**src/design/tcw_pkg.sv**
```systemverilog
// ----------------------------------------------------------------------------
// tcw_pkg
// Shared types and constants of the text console writer.
// ----------------------------------------------------------------------------
`default_nettype none

package tcw_pkg;

  localparam int COORD_W = 8;

  localparam logic [1:0] OP_PUT   = 2'd0;
  localparam logic [1:0] OP_READ  = 2'd1;
  localparam logic [1:0] OP_POS   = 2'd2;
  localparam logic [1:0] OP_CLEAR = 2'd3;

  localparam logic [7:0] CH_BACKSPACE = 8'h08;
  localparam logic [7:0] CH_NEWLINE   = 8'h0A;
  localparam logic [7:0] CH_RETURN    = 8'h0D;

  localparam logic [2:0] REG_COLOUR = 3'd0;
  localparam logic [2:0] REG_LEFT   = 3'd1;
  localparam logic [2:0] REG_TOP    = 3'd2;
  localparam logic [2:0] REG_WIDTH  = 3'd3;
  localparam logic [2:0] REG_HEIGHT = 3'd4;

  localparam logic [7:0] RST_COLOUR = 8'h0F;
  localparam logic [6:0] RST_LEFT   = 7'd0;
  localparam logic [4:0] RST_TOP    = 5'd0;
  localparam logic [6:0] RST_WIDTH  = 7'd80;
  localparam logic [4:0] RST_HEIGHT = 5'd25;

  typedef struct packed {
    logic [7:0] draw_colour;
    logic [6:0] window_left;
    logic [4:0] window_top;
    logic [6:0] window_width;
    logic [4:0] window_height;
  } tcw_cfg_t;

  typedef struct packed {
    logic capture;
    logic clamp;
    logic calc_addr;
    logic exec;
    logic rd_capture;
    logic walk_init;
    logic walk_step;
    logic scr_rd;
    logic scr_wr;
    logic clr_wr;
    logic init_step;
    logic out_load;
  } tcw_cmd_t;

  typedef struct packed {
    logic [1:0] op;
    logic       will_scroll;
    logic       walk_last;
    logic       init_last;
    logic       out_free;
  } tcw_stat_t;

endpackage

`default_nettype wire

```
**src/design/tcw_ctrl.sv**
```systemverilog
// ----------------------------------------------------------------------------
// tcw_ctrl
// Controller state machine sequencing each operation through the datapath.
// ----------------------------------------------------------------------------
`default_nettype none

module tcw_ctrl (
  input  wire logic           clk,
  input  wire logic           rst,
  input  wire logic           s_tvalid,
  output logic                s_tready,
  input  tcw_pkg::tcw_stat_t  stat,
  output tcw_pkg::tcw_cmd_t   cmd
);
  import tcw_pkg::*;

  localparam logic [3:0] ST_INIT   = 4'd0;
  localparam logic [3:0] ST_IDLE   = 4'd1;
  localparam logic [3:0] ST_PREP   = 4'd2;
  localparam logic [3:0] ST_ADDR   = 4'd3;
  localparam logic [3:0] ST_EXEC   = 4'd4;
  localparam logic [3:0] ST_RDWAIT = 4'd5;
  localparam logic [3:0] ST_SCR_RD = 4'd6;
  localparam logic [3:0] ST_SCR_WR = 4'd7;
  localparam logic [3:0] ST_CLR    = 4'd8;
  localparam logic [3:0] ST_FINISH = 4'd9;

  logic [3:0] state, state_next;

  assign s_tready = (state == ST_IDLE);

  always_ff @(posedge clk) begin
    if (rst) begin
      state <= ST_INIT;
    end else begin
      state <= state_next;
    end
  end

  always_comb begin
    cmd        = '0;
    state_next = state;
    unique case (state)
      ST_INIT: begin
        cmd.init_step = 1'b1;
        if (stat.init_last) state_next = ST_IDLE;
      end
      ST_IDLE: begin
        if (s_tvalid) begin
          cmd.capture = 1'b1;
          state_next  = ST_PREP;
        end
      end
      ST_PREP: begin
        cmd.clamp  = 1'b1;
        state_next = ST_ADDR;
      end
      ST_ADDR: begin
        cmd.calc_addr = 1'b1;
        state_next    = ST_EXEC;
      end
      ST_EXEC: begin
        cmd.exec = 1'b1;
        unique case (stat.op)
          OP_PUT: begin
            if (stat.will_scroll) begin
              cmd.walk_init = 1'b1;
              state_next    = ST_SCR_RD;
            end else begin
              state_next = ST_FINISH;
            end
          end
          OP_READ: state_next = ST_RDWAIT;
          OP_POS:  state_next = ST_FINISH;
          default: begin
            cmd.walk_init = 1'b1;
            state_next    = ST_CLR;
          end
        endcase
      end
      ST_RDWAIT: begin
        cmd.rd_capture = 1'b1;
        state_next     = ST_FINISH;
      end
      ST_SCR_RD: begin
        cmd.scr_rd = 1'b1;
        state_next = ST_SCR_WR;
      end
      ST_SCR_WR: begin
        cmd.scr_wr    = 1'b1;
        cmd.walk_step = 1'b1;
        state_next    = stat.walk_last ? ST_FINISH : ST_SCR_RD;
      end
      ST_CLR: begin
        cmd.clr_wr    = 1'b1;
        cmd.walk_step = 1'b1;
        if (stat.walk_last) state_next = ST_FINISH;
      end
      ST_FINISH: begin
        if (stat.out_free) begin
          cmd.out_load = 1'b1;
          state_next   = ST_IDLE;
        end
      end
      default: state_next = ST_IDLE;
    endcase
  end

endmodule

`default_nettype wire

```
**config.mk**
```make
export PLATFORM = sky130hd
export DESIGN_NAME = tcw_ctrl
export DESIGN_NICKNAME = d
export VERILOG_FILES = /design/src/design/tcw_pkg.sv /design/src/design/tcw_ctrl.sv
export SDC_FILE = /design/constraint.sdc
export NUM_CORES = 1
export LEC_CHECK = 0
export ABC_AREA = 1
export CAP_MARGIN = 20
export CORE_UTILIZATION = 35
export CTS_BUF_LIST = sky130_fd_sc_hd__clkbuf_2
export CTS_CLUSTER_SIZE = 24
export DETAILED_ROUTE_END_ITERATION = 6
export DONT_BUFFER_PORTS = 1
export PLACE_DENSITY_LB_ADDON = 0.08
export SETUP_SLACK_MARGIN = 0.05
export SLEW_MARGIN = 20
export SYNTH_ARGS = -nofsm -noshare
export SYNTH_HDL_FRONTEND = slang
export SYNTH_SLANG_ARGS = --single-unit
```
**constraint.sdc**
```tcl
create_clock -name clk -period 1.1 [get_ports clk]
set_input_delay 0.055 -clock clk [delete_from_list [all_inputs] [get_ports clk]]
set_output_delay 0.055 -clock clk [all_outputs]
set_load 0.01 [all_outputs]
```
==> flow_summary.json <==
{
  "status": "complete, but fails checks",
  "failed_checks": "setup timing",
  "startpoint_type": "register",
  "cp.required_ns": 1.04,
  "path_cells": "nor2_4 -> inv_2 -> nor2_4 -> buf_6 -> o21a_1",
  "max-vdd-ir-drop_mv": 0.635,
  "cp_num_buf_inv": 2,
  "syn_nets": 100,
  "cpPeakStageDelay_ns": 0.36,
  "hpwl_um": 973,
  "drt_iter0_markers": 5,
  "placementRows": 12,
  "reg2regPathDepth": 9,
  "final_cell_mix": "15 x buf_6, 14 x buf_4, 12 x nand2_1",
  "postLayoutCoreUtil": 0.796,
  "cellPowerDensity_mw_per_mm2": 995,
  "p_leak_nw": 0.504,
  "fp.dieArea_mm2": 0.00150,
  "maxCapViolations": 0,
  "dr.pass1.iters": 4,
  "vias_per_cell": 4.90,
  "initial_core_util": 0.399,
  "ys_ff_latch": 4,
  "hold_violations": 0,
  "crit_top_cell": "nor2_4",
  "slew_viol_final": 0,
  "routed_wl_mm": 1.60,
  "drt-wirelength-per-cell_um": 11.7,
  "syn_to_final_growth_pct": 99.7,
  "root_buffer": "clkbuf_2",
  "cts_sinks": 4,
  "fin_crit_ns": 1.24,
  "clk_pin_slew_worst_paths_ns": 0.05,
  "grt-ovfl-total": 0,
  "cts_tree": "built",
  "regToRegSetupSlack_ns": -0.14,
  "top_register": "state",
  "grt_usage": 0.244,
  "hold_slack_ns": 0.153,
  "slew_headroom": 0.867,
  "tightest_slew_ns": 0.199,
  "grt_max_degree": 7,
  "netlist_instances": 89,
  "grt_pass1_vias": 636,
  "r2r_start": "state[1]",
  "yosys_warnings": 0,
  "insertion_delay_ns": 0.20,
  "reg_top3": "state x4",
  "synth_area_per_cell_um2": 5.31,
  "mostFrequentLayoutCell": "buf_6",
  "min_to": "state[2]",
  "synth_cell_types": 18,
  "final_cell_count_no_fill": 136,
  "die_w_um": 38.8,
  "finClkSkew_ns": 0.00577,
  "layout-drive-gt1-share": 0.615,
  "fin_nets": 135,
  "power_uw": 940,
  "drc_errors": 0,
  "place_congestion": 0.770,
  "grt_pass1_wl_mm": 2.60,
  "io_buffer_count": 0,
  "ys_seq_area_frac": 0.169,
  "clockBufferDepth": 2,
  "crit_path_max_fanout": 5,
  "vias": 667,
  "hold_class": "in2reg",
  "io_pins": 22,
  "clock.fmax_mhz": 803,
  "fillCellCount": 84,
  "reg2reg_to": "state[0]",
  "largest_reg_flops": 4,
  "hold_depth": 4,
  "cts_buffers": 3,
  "cp_slowest_cell": "dfxtp_4",
  "post-route-period-util": 1.13,
  "fin_ws_ns": -0.145,
  "place_ws_ns": -0.132,
  "ant_nets": 0,
  "grt_antenna_before_repair": 0,
  "rsz0062_at_grt": "yes",
  "cts_max_level": 1,
  "die_h_um": 38.8,
  "crit_family": "flip-flops",
  "place_inst": 120,
  "syn_area_um2": 473,
  "setup_viol": 16,
  "antenna_cells": 0,
  "core-area_mm2": 0.00119,
  "min_from": "stat[3]",
  "crit_arrival_ns": 1.19,
  "worstSetupPathType": "reg2out",
  "worstSetupEndpointType": "output port"
}
[synthesized netlist by cell type (all sizes together)]
| library cell | count | area (um^2) |
|---|---|---|
| inv | 21 | 78.8 |
| nand2 | 20 | 77.6 |
| nor2 | 19 | 88.8 |
| nand3 | 13 | 65.1 |
| dfxtp | 4 | 80.1 |
| o21ai | 3 | 15.0 |
| a21oi | 2 | 10.0 |
| ha | 2 | 25.0 |
| nor3 | 1 | 5.00 |
| nor4 | 1 | 6.26 |
| o211ai | 1 | 7.51 |
| o21a | 1 | 7.51 |
| or2 | 1 | 6.26 |
[metal layers]
metal | vias up | GRT usage | routed length [um] | share of wire
met4 | 0 | 0.0690 | 10 | 0.0063
met2 | 33 | 0.454 | 780 | 0.49
met3 | 2 | 0.0462 | 101 | 0.063
met5 | - | 0 | 0 | 0
met1 | 291 | 0.276 | 704 | 0.44
li1 | 341 | - | - | -
[worst max-delay path by stage]
| stage | cells past startpoint | from | endpoint | slack, ns |
|---|---|---|---|---|
| after detailed placement | 7 | state[1] | state[0] | -0.13 |
| after global routing | 5 | state[3] | cmd[6] | -0.21 |
| after floorplan | 4 | state[0] | cmd[0] | 0.02 |
| final | 5 | state[0] | cmd[6] | -0.14 |
| after global placement | 7 | state[3] | state[0] | -0.16 |
| after CTS | 5 | state[0] | cmd[0] | -0.16 |
[area by class of cell]
cell class	count	area (um^2)	area share
clock buffer	3	15.0	0.0159
inverter	21	91.3	0.0967
multi-input combinational	64	442	0.468
sequential	4	95.1	0.101
tap	14	17.5	0.0185
timing repair buffer	30	284	0.301
[per-stage QoR]
stage	area, um^2	setup TNS [ns]
2_1_floorplan	480	0
5_1_grt	945	-2.37
3_5_place_dp	626	-0.466
4_1_cts	900	-1.40
6_report	945	-1.35
3_3_place_gp	626	-0.534
[kinds of logic after synthesis]
logic type,synth area share
buf+inv,0.167
simple gates,0.526
flops,0.169
fa+ha+maj,0.0529
compound gates,0.0847
[report_power, final]
part / internal, mW / switching (mW) / total [mW] / leakage (nW)
sequential: 0.168 / 0.0445 / 0.213 / 0.0355
clock: 0.0734 / 0.0560 / 0.129 / 0.0125
combinational: 0.289 / 0.309 / 0.598 / 0.456
[worst min-delay path: cells and delay by family]
kind	cells	cell delay (ns)
AOI/OAI and AO/OA	1	0.06
and+or+nand+nor	3	0.20
[timing repair]
action                                 in CTS  in global routing
resized for setup                          58                 14
setup endpoints to repair                  17                 17
pin swaps                                  13                 11
hold buffers                                1                  0
endpoints found under the hold margin       4                  0
setup buffers                              12                  2
(Power assumes the default switching activity.)
