--- src/design/tcw_pkg.sv ---
// ----------------------------------------------------------------------------
// tcw_pkg
// Shared types and constants of the text console writer.
// ----------------------------------------------------------------------------
`default_nettype none

package tcw_pkg;

  localparam int COORD_W = 8;

  localparam logic [1:0] OP_PUT   = 2'd0;
  localparam logic [1:0] OP_READ  = 2'd1;
  localparam logic [1:0] OP_POS   = 2'd2;
  localparam logic [1:0] OP_CLEAR = 2'd3;

  localparam logic [7:0] CH_BACKSPACE = 8'h08;
  localparam logic [7:0] CH_NEWLINE   = 8'h0A;
  localparam logic [7:0] CH_RETURN    = 8'h0D;

  localparam logic [2:0] REG_COLOUR = 3'd0;
  localparam logic [2:0] REG_LEFT   = 3'd1;
  localparam logic [2:0] REG_TOP    = 3'd2;
  localparam logic [2:0] REG_WIDTH  = 3'd3;
  localparam logic [2:0] REG_HEIGHT = 3'd4;

  localparam logic [7:0] RST_COLOUR = 8'h0F;
  localparam logic [6:0] RST_LEFT   = 7'd0;
  localparam logic [4:0] RST_TOP    = 5'd0;
  localparam logic [6:0] RST_WIDTH  = 7'd80;
  localparam logic [4:0] RST_HEIGHT = 5'd25;

  typedef struct packed {
    logic [7:0] draw_colour;
    logic [6:0] window_left;
    logic [4:0] window_top;
    logic [6:0] window_width;
    logic [4:0] window_height;
  } tcw_cfg_t;

  typedef struct packed {
    logic capture;
    logic clamp;
    logic calc_addr;
    logic exec;
    logic rd_capture;
    logic walk_init;
    logic walk_step;
    logic scr_rd;
    logic scr_wr;
    logic clr_wr;
    logic init_step;
    logic out_load;
  } tcw_cmd_t;

  typedef struct packed {
    logic [1:0] op;
    logic       will_scroll;
    logic       walk_last;
    logic       init_last;
    logic       out_free;
  } tcw_stat_t;

endpackage

`default_nettype wire

--- src/design/tcw_regs.sv ---
// ----------------------------------------------------------------------------
// tcw_regs
// Configuration register file behind the register bus port.
// ----------------------------------------------------------------------------
`default_nettype none

module tcw_regs (
  input  wire logic             clk,
  input  wire logic             rst,
  input  wire logic             psel,
  input  wire logic             penable,
  input  wire logic             pwrite,
  input  wire logic [4:0]       paddr,
  input  wire logic [31:0]      pwdata,
  output logic      [31:0]      prdata,
  output logic                  pready,
  output tcw_pkg::tcw_cfg_t     cfg
);
  import tcw_pkg::*;

  logic       wr;
  logic [2:0] idx;

  assign pready = 1'b1;
  assign wr     = psel & penable & pwrite & pready;
  assign idx    = paddr[4:2];

  always_ff @(posedge clk) begin
    if (rst) begin
      cfg.draw_colour   <= RST_COLOUR;
      cfg.window_left   <= RST_LEFT;
      cfg.window_top    <= RST_TOP;
      cfg.window_width  <= RST_WIDTH;
      cfg.window_height <= RST_HEIGHT;
    end else if (wr) begin
      unique case (idx)
        REG_COLOUR: cfg.draw_colour   <= pwdata[7:0];
        REG_LEFT:   cfg.window_left   <= pwdata[6:0];
        REG_TOP:    cfg.window_top    <= pwdata[4:0];
        REG_WIDTH:  cfg.window_width  <= pwdata[6:0];
        REG_HEIGHT: cfg.window_height <= pwdata[4:0];
        default: ;
      endcase
    end
  end

  always_comb begin
    unique case (idx)
      REG_COLOUR: prdata = {24'd0, cfg.draw_colour};
      REG_LEFT:   prdata = {25'd0, cfg.window_left};
      REG_TOP:    prdata = {27'd0, cfg.window_top};
      REG_WIDTH:  prdata = {25'd0, cfg.window_width};
      REG_HEIGHT: prdata = {27'd0, cfg.window_height};
      default:    prdata = 32'd0;
    endcase
  end

endmodule

`default_nettype wire

--- config.mk ---
export PLATFORM = sky130hd
export DESIGN_NAME = tcw_regs
export DESIGN_NICKNAME = d
export VERILOG_FILES = /design/src/design/tcw_pkg.sv /design/src/design/tcw_regs.sv
export SDC_FILE = /design/constraint.sdc
export NUM_CORES = 1
export LEC_CHECK = 0
export ABC_CLOCK_PERIOD_IN_PS = 1000
export BUFFER_PORTS_ARGS = -buffer_cell sky130_fd_sc_hd__buf_4
export CELL_PAD_IN_SITES_DETAIL_PLACEMENT = 1
export CELL_PAD_IN_SITES_GLOBAL_PLACEMENT = 2
export CORE_ASPECT_RATIO = 1.5
export CORE_UTILIZATION = 21
export CTS_CLUSTER_SIZE = 24
export DETAILED_ROUTE_END_ITERATION = 7
export GPL_TIMING_DRIVEN = 1
export MAX_ROUTING_LAYER = met4
export PLACE_DENSITY_LB_ADDON = 0.1
export SYNTH_ARGS = -nofsm -noshare
export SYNTH_HDL_FRONTEND = slang
export SYNTH_SLANG_ARGS = --single-unit
--- constraint.sdc ---
create_clock -name clk -period 1 [get_ports clk]
set_clock_uncertainty 0.1 [all_clocks]
set_input_delay 0 -clock clk [delete_from_list [all_inputs] [get_ports clk]]
set_output_delay 0 -clock clk [all_outputs]
set_load 0.03 [all_outputs]
==> metrics.md, run 1 <==
| Metric | Value |
|---|---|
| Vias/cell | `approximately 4.2` |
| Maximum net fanout on the critical path | `2` |
| Drt pass-1 iters | `4` |
| VDD IR max | `between 0.6 and 0.7 mV` |
| Clock Latency Late Sink | `270 ps` |
| Total gr overflow | `0` |
| Inserted Diodes | `0` |
| Sw Ratio | `between 20% and 30%` |
| Regs by FF count | `cfg x32` |
| Fin worst setup slack | `-379 ps` |
| Initial DRC Count | `37` |
| Worst Min Path Start | `pwdata[1]` |
| Layout cells sized above 1 | `between 50 and 60%` |
| Top cell type's share of synthesized area | `about 36%` |
| Total number of vias | `1630` |
| Tmin final | `1380 ps` |
| First-pass GRT wire length | `~9400 µm` |
| Leak pwr | `around 1.4 nW` |
| FF-to-FF path depth | `2` |
| TritonCTS sink count | `32` |
| Largest net degree at the start of global routing | `38` |
| I/O pin cnt | `about 110` |
| Synthesized cell area | `1790 µm²` |
| Initial Utilization | `~22%` |
| Flop pwr share | `34.6%` |
| Routed Wire Length | `5950 µm` |
| WS Path Type | `register to output port` |
| Cell count after synthesis | `185` |
| Most frequent cells in the layout | `buf_4, nand2b_1, mux2i_1, buf_6, conb_1` |
| NetSw | `between 0.0009 and 0.001 W` |
| All-Layer GR Usage | `around 14%` |
| Int Power | `between 0.002 and 0.003 W` |
| Nets@finish | `roughly 330` |
| Number of antenna-violating nets in the routed design | `0` |
| Largest cells by area after synthesis | `dfxtp_1, mux2i_1, buf_4` |
| Final setup fails | `8` |
| Std cell rows | `40` |
| Max-slew violations | `0` |
| Sequential element share of the synthesized area | `between 30% and 40%` |
| CP Data Arrival Time | `approximately 1300 ps` |
| Fin util | `about two fifths` |
| Startpoint Class | `register` |
| Gpl congestion | `0.737` |
| Worst hold path depth | `3` |
| Clock tree root buffer cell | `clkbuf_16` |
| Hold Violations, Final | `2` |
| Biggest register | `cfg` |
| Critical R2R Launch | `cfg[11]` |
| Failing checks | `negative hold slack, negative setup slack` |
| Logic pwr share | `18.3%` |
| CTS Buf Count | `5` |
| Tcrit/Tclk final | `138%` |
| Status | `finished, violations left` |
| Post-DP HPWL | `around 4700 µm` |
| Largest register FFs | `32` |
| Pwr per Cell Area | `1160 nW/µm²` |
| FILL cells | `between 900 and 1000` |
| Syn Area/Cell | `9.69 µm²` |
| Final Instance Count excl. Fillers | `392` |
| Yosys cell types | `34` |
| H-tree depth | `2` |
| CTS tree | `done` |
| Fmax | `725 MHz` |
| Critical Path RT | `around 900 ps` |
| Initial antenna violation count | `0` |
| WHS | `-27.9 ps` |
| Synth area leader | `dfxtp_1` |
| Commonest non-fill, non-tap cell in the layout | `buf_4` |
| Clock transition at path regs | `around 50 ps` |
| Worst slack, placed | `-295 ps` |
| Longest Clk Path Bufs | `2` |
| RSZ-0062 raised after global routing | `true` |
| Synth Register Bits | `32` |
| CP Capture Type | `output port` |
| Buffers on Ports | `55` |
| Post-CTS Hold Buffers | `7` |
| Synth-to-Final Area Change | `75.3%` |
| Total of max-cap violations | `0` |
| Crit path from | `cfg[14]` |
| Die area | `just under 9000 µm²` |
| Core area | `between 8000 and 9000 µm²` |
| Synth warnings | `0` |
| DRC | `0` |
| Die Width | `approximately 77 µm` |
| HP Class | `primary input to register` |
| Clk network pwr share | `between 40% and 50%` |
| DP Cell Count | `between 300 and 400` |
| Vias in the first global route | `1722` |
| Chip Height | `approximately 120 µm` |
| Drt wl/cell | `15.2 µm` |
[through the flow]
stage	setup TNS [ps]	total power [W]	area [µm²]
global route	-2970	0.00381	3140
global placement	-7940	0.00192	2800
CTS	-2700	0.00371	3120
floorplan	-373	0.00175	2110
finish	-2540	0.00364	3140
detailed placement	-8790	0.00192	2800
[what timing repair did]
item	4_1_cts	5_1_grt
setup buffers	1	1
endpoints found under the setup margin	23	17
resized for setup	23	9
endpoints found under the hold margin	23	1
pin swaps	10	0
[power by group through the flow]
stage | clock network [W] | registers (W) | logic (W)
6_report | 0.00172 | 0.00126 | 0.000664
5_1_grt | 0.00184 | 0.00126 | 0.000707
4_1_cts | 0.00178 | 0.00126 | 0.000673
3_5_place_dp | 0 | 0.00128 | 0.000635
3_3_place_gp | 0 | 0.00128 | 0.000633
2_1_floorplan | 0 | 0.00130 | 0.000448
[per-layer routing]
layer  share of wire (%)  global-route usage [%]  wire length, µm  vias to the layer above
met4                0.87                    4.15               52                        0
met2                  52                    25.1             3090                       46
met3                 3.6                    2.54              215                        5
met1                  44                    17.0             2600                      782
met5                   0                       -                0                        -
li1                    -                       -                -                      797
[worst max-delay path, stage by stage, from the launching register on]
cell and delay, ps:
dfxtp_4 340, mux2_4 270, a22oi_2 170, o22ai_4 90
buf_6 140
[cell families (layout without fill, tap and decap cells)]
kind of cell | count (synthesis) | count (layout) | synth area share [%]
AO/OA/AOI/OAI | 23 | 23 | 9.28
buffers and inverters | 35 | 114 | 13.5
flip-flops | 32 | 32 | 35.7
multiplexers | 35 | 35 | 20.0
other | 2 | 25 | 0.419
AND/OR/NAND/NOR | 58 | 58 | 21.0
[path summary, 6_finish.rpt]
path	endpoint	slack, ps
setup / recovery	prdata[2]	-380
hold / removal	cfg[25]	-30
setup reg to reg	cfg[11]	50
hold reg to reg	cfg[18]	390
[layout make-up]
cell class	count	area [µm²]	area share, %
inverters	1	3.75	0.119
well taps	105	131	4.18
clock inverters	2	35.0	1.11
clock buffers	6	129	4.10
multi-input cells	141	1160	36.9
repair buffers	105	971	30.9
flip-flops and latches	32	714	22.7
[cell usage after synthesis]
cell type / n
a21oi_1: 1
nor2b_1: 1
o31ai_1: 1
mux2i_1: 28
and3_1: 3
inv_2: 1
nand3_1: 1
mux2_1: 7
nand2_1: 1
and2_4: 1
and4b_1: 1
a21boi_0: 1
a22oi_1: 11
nand4b_1: 1
nand2b_1: 29
nand3_2: 1
buf_6: 2
nand2_2: 1
clkbuf_1: 5
and2_1: 1
nor2_1: 11
o22ai_1: 5
conb_1: 2
nand3_4: 1
buf_4: 25
dfxtp_1: 32
nor2_4: 1
buf_2: 2
and3b_1: 1
and2b_1: 1
a211o_1: 3
nor4b_1: 1
a31oi_1: 1
nor3_4: 1
Note: power is estimated with default switching activity, not from simulation.
==> inputs of run 2 (changes only) <==
--- a/config.mk
+++ b/config.mk
@@ -10,12 +10,13 @@
 export CELL_PAD_IN_SITES_DETAIL_PLACEMENT = 1
 export CELL_PAD_IN_SITES_GLOBAL_PLACEMENT = 2
 export CORE_ASPECT_RATIO = 1.5
+export CORE_MARGIN = 4
 export CORE_UTILIZATION = 21
 export CTS_CLUSTER_SIZE = 24
 export DETAILED_ROUTE_END_ITERATION = 7
 export GPL_TIMING_DRIVEN = 1
 export MAX_ROUTING_LAYER = met4
-export PLACE_DENSITY_LB_ADDON = 0.1
+export PLACE_DENSITY = 0.74
 export SYNTH_ARGS = -nofsm -noshare
 export SYNTH_HDL_FRONTEND = slang
 export SYNTH_SLANG_ARGS = --single-unit
==> metrics.md, run 2 (synthesis results as in run 1) <==
| Metric | Value |
|---|---|
| Status | `finished, violations left (unchanged)` |
| Failing checks | `negative setup slack (was negative hold slack, negative setup slack)` |
| Critical R2R Launch | `cfg[11] (unchanged)` |
| Met2 wire len | `3320 µm (was 3090 µm)` |
| CTS tree | `done (unchanged)` |
| Most frequent cells in the layout | `buf_4, buf_6, nand2b_1 (was buf_4, nand2b_1, mux2i_1, buf_6, conb_1)` |
| Initial Utilization | `21.4% (was 22.0%)` |
| RSZ-0062 raised after global routing | `true (unchanged)` |
| Tcrit/Tclk final | `141% (was 138%)` |
| Chip Height | `121 µm (was 115 µm)` |
| FF-to-FF path depth | `2 (unchanged)` |
| Startpoint Class | `register (unchanged)` |
| Nets@finish | `315 (was 328)` |
| DRC | `0 (unchanged)` |
| Regs by FF count | `cfg x32 (unchanged)` |
| Clock Latency Late Sink | `280 ps (was 270 ps)` |
| Die area | `10100 µm² (was 8920 µm²)` |
| All-Layer GR Usage | `13.0% (was 14.5%)` |
| Worst Min Path Start | `pwdata[1] (unchanged)` |
| H-tree depth | `2 (unchanged)` |
| CTS Buf Count | `5 (unchanged)` |
| Inserted Diodes | `0 (unchanged)` |
| DP Area | `2650 µm² (was 2800 µm²)` |
| Max-slew violations | `0 (unchanged)` |
| Largest net degree at the start of global routing | `43 (was 38)` |
| Leak pwr | `1.35 nW (was 1.45 nW)` |
| Worst min-delay path endpoint | `cfg[25] (unchanged)` |
| Critical Path RT | `900 ps (about the same)` |
| Layout cells sized above 1 | `55.3% (was 58.2%)` |
| Gpl congestion | `0.736 (was 0.737)` |
| Die Width | `83.4 µm (was 77.4 µm)` |
| Clock tree root buffer cell | `clkbuf_16 (unchanged)` |
| Vias in the first global route | `1792 (was 1722)` |
| Clock transition at path regs | `50 ps (about the same)` |
| Synth-to-Final Area Change | `66.4% (was 75.3%)` |
| Fin util | `35.7% (was 38.5%)` |
| I/O pin cnt | `107 (unchanged)` |
| Total gr overflow | `0 (unchanged)` |
| Buffers on Ports | `55 (unchanged)` |
| Initial antenna violation count | `0 (unchanged)` |
| Routed Wire Length | `6020 µm (was 5950 µm)` |
| Top layer in use | `met4 (unchanged)` |
| Final setup fails | `8 (unchanged)` |
| Fmax | `711 MHz (was 725 MHz)` |
| Core area | `8360 µm² (was 8160 µm²)` |
| CP Data Arrival Time | `1310 ps (was 1280 ps)` |
| Met1 Wirelength | `2270 µm (was 2600 µm)` |
| Commonest non-fill, non-tap cell in the layout | `buf_4 (unchanged)` |
| Drt wl/cell | `15.8 µm (was 15.2 µm)` |
| Fin worst setup slack | `-407 ps (was -379 ps)` |
| Drt pass-1 iters | `4 (unchanged)` |
| Number of antenna-violating nets in the routed design | `0 (unchanged)` |
| Biggest register | `cfg (unchanged)` |
| Pwr per Cell Area | `1110 nW/µm² (was 1160 nW/µm²)` |
| HP Class | `primary input to register (unchanged)` |
| VDD IR max | `0.611 mV (was 0.637 mV)` |
| WS Path Type | `register to output port (unchanged)` |
| Vias/cell | `4.25 (was 4.16)` |
| Std cell rows | `41 (was 40)` |
| TritonCTS sink count | `32 (unchanged)` |
| FILL cells | `948 (was 927)` |
| Post-route cell area | `2980 µm² (was 3140 µm²)` |
| Total of max-cap violations | `0 (unchanged)` |
| Longest Clk Path Bufs | `2 (unchanged)` |
| Total number of vias | `1614 (was 1630)` |
| Reg-to-reg slack, setup | `70 ps (was 50 ps)` |
| Hold Violations, Final | `0 (was 2)` |
| Worst hold path depth | `3 (unchanged)` |
| CP Capture Type | `output port (unchanged)` |
| Maximum net fanout on the critical path | `2 (unchanged)` |
| Post-DP HPWL | `4590 µm (was 4660 µm)` |
| Reg2reg end | `cfg[11] (unchanged)` |
| Tmin final | `1410 ps (was 1380 ps)` |
| Initial DRC Count | `47 (was 37)` |
| Largest register FFs | `32 (unchanged)` |
| Metal3 WL | `296 µm (was 215 µm)` |
| First-pass GRT wire length | `9690 µm (was 9400 µm)` |
[run 2: cell types whose count changed in the layout (fill, tap and decap cells not counted), moves of 2 or more]
cell	before	now
clkinv_1	0	2
buf_6	28	33
buf_12	5	1
buf_4	66	51
[run 2: what timing repair did]
action                     in CTS  in global routing
setup buffers                   1                  3
gates resized for setup        25                 12
setup endpoints to repair      24                 33
pin swaps                      10                  1
hold buffers                    7                  0
hold endpoints to repair       23                  0
[run 2: how the worst max path moves through the flow]
stage                        start   endpoint  cells past startpoint
after floorplan             cfg[5]  prdata[0]                      2
after global placement    paddr[4]     cfg[5]                      4
after detailed placement  paddr[4]    cfg[25]                      4
after CTS                  cfg[13]  prdata[1]                      4
after global routing       cfg[13]  prdata[1]                      4
final                      cfg[13]  prdata[1]                      4
[run 2: final cells by class]
cell class	count	area, µm²	area share [%]
Sequential cell	32	716	24.0
Multi-Input combinational cell	141	1150	38.6
Tap cell	107	134	4.49
Clock inverter	2	7.51	0.252
Timing Repair Buffer	92	845	28.3
Clock buffer	5	125	4.19
Inverter	1	3.75	0.126
[run 2: power by group]
part | switching (W) | internal (W)
registers | 0.00000901 | 0.00125
clock network | 0.000547 | 0.000889
logic | 0.000373 | 0.000228
total | 0.000929 | 0.00237
[run 2: stage by stage]
stage	hold WS [ps]	instances	worst slack (ps)	TNS (ps)	power [W]
final	5.32	380	-407	-2680	0.00330
after global routing	31.2	380	-442	-2970	0.00344
after CTS	-2.57	381	-425	-2780	0.00335
after detailed placement	134	366	-260	-6870	0.00185
after global placement	131	366	-217	-6340	0.00185
after floorplan	17.9	208	-61.4	-373	0.00175
[run 2: metal layers]
layer / vias up / global-route usage (%)
li1: 774 / -
met1: 780 / 13.2
met2: 52 / 23.5
met3: 8 / 3.06
met4: 0 / 6.04
met5: - / -
[run 2: critical path, stage by stage, from the launching register on]
cell and delay (ps):
dfxtp_4 340, mux2_4 270, a22oi_2 170, o22ai_4 100
buf_6 150
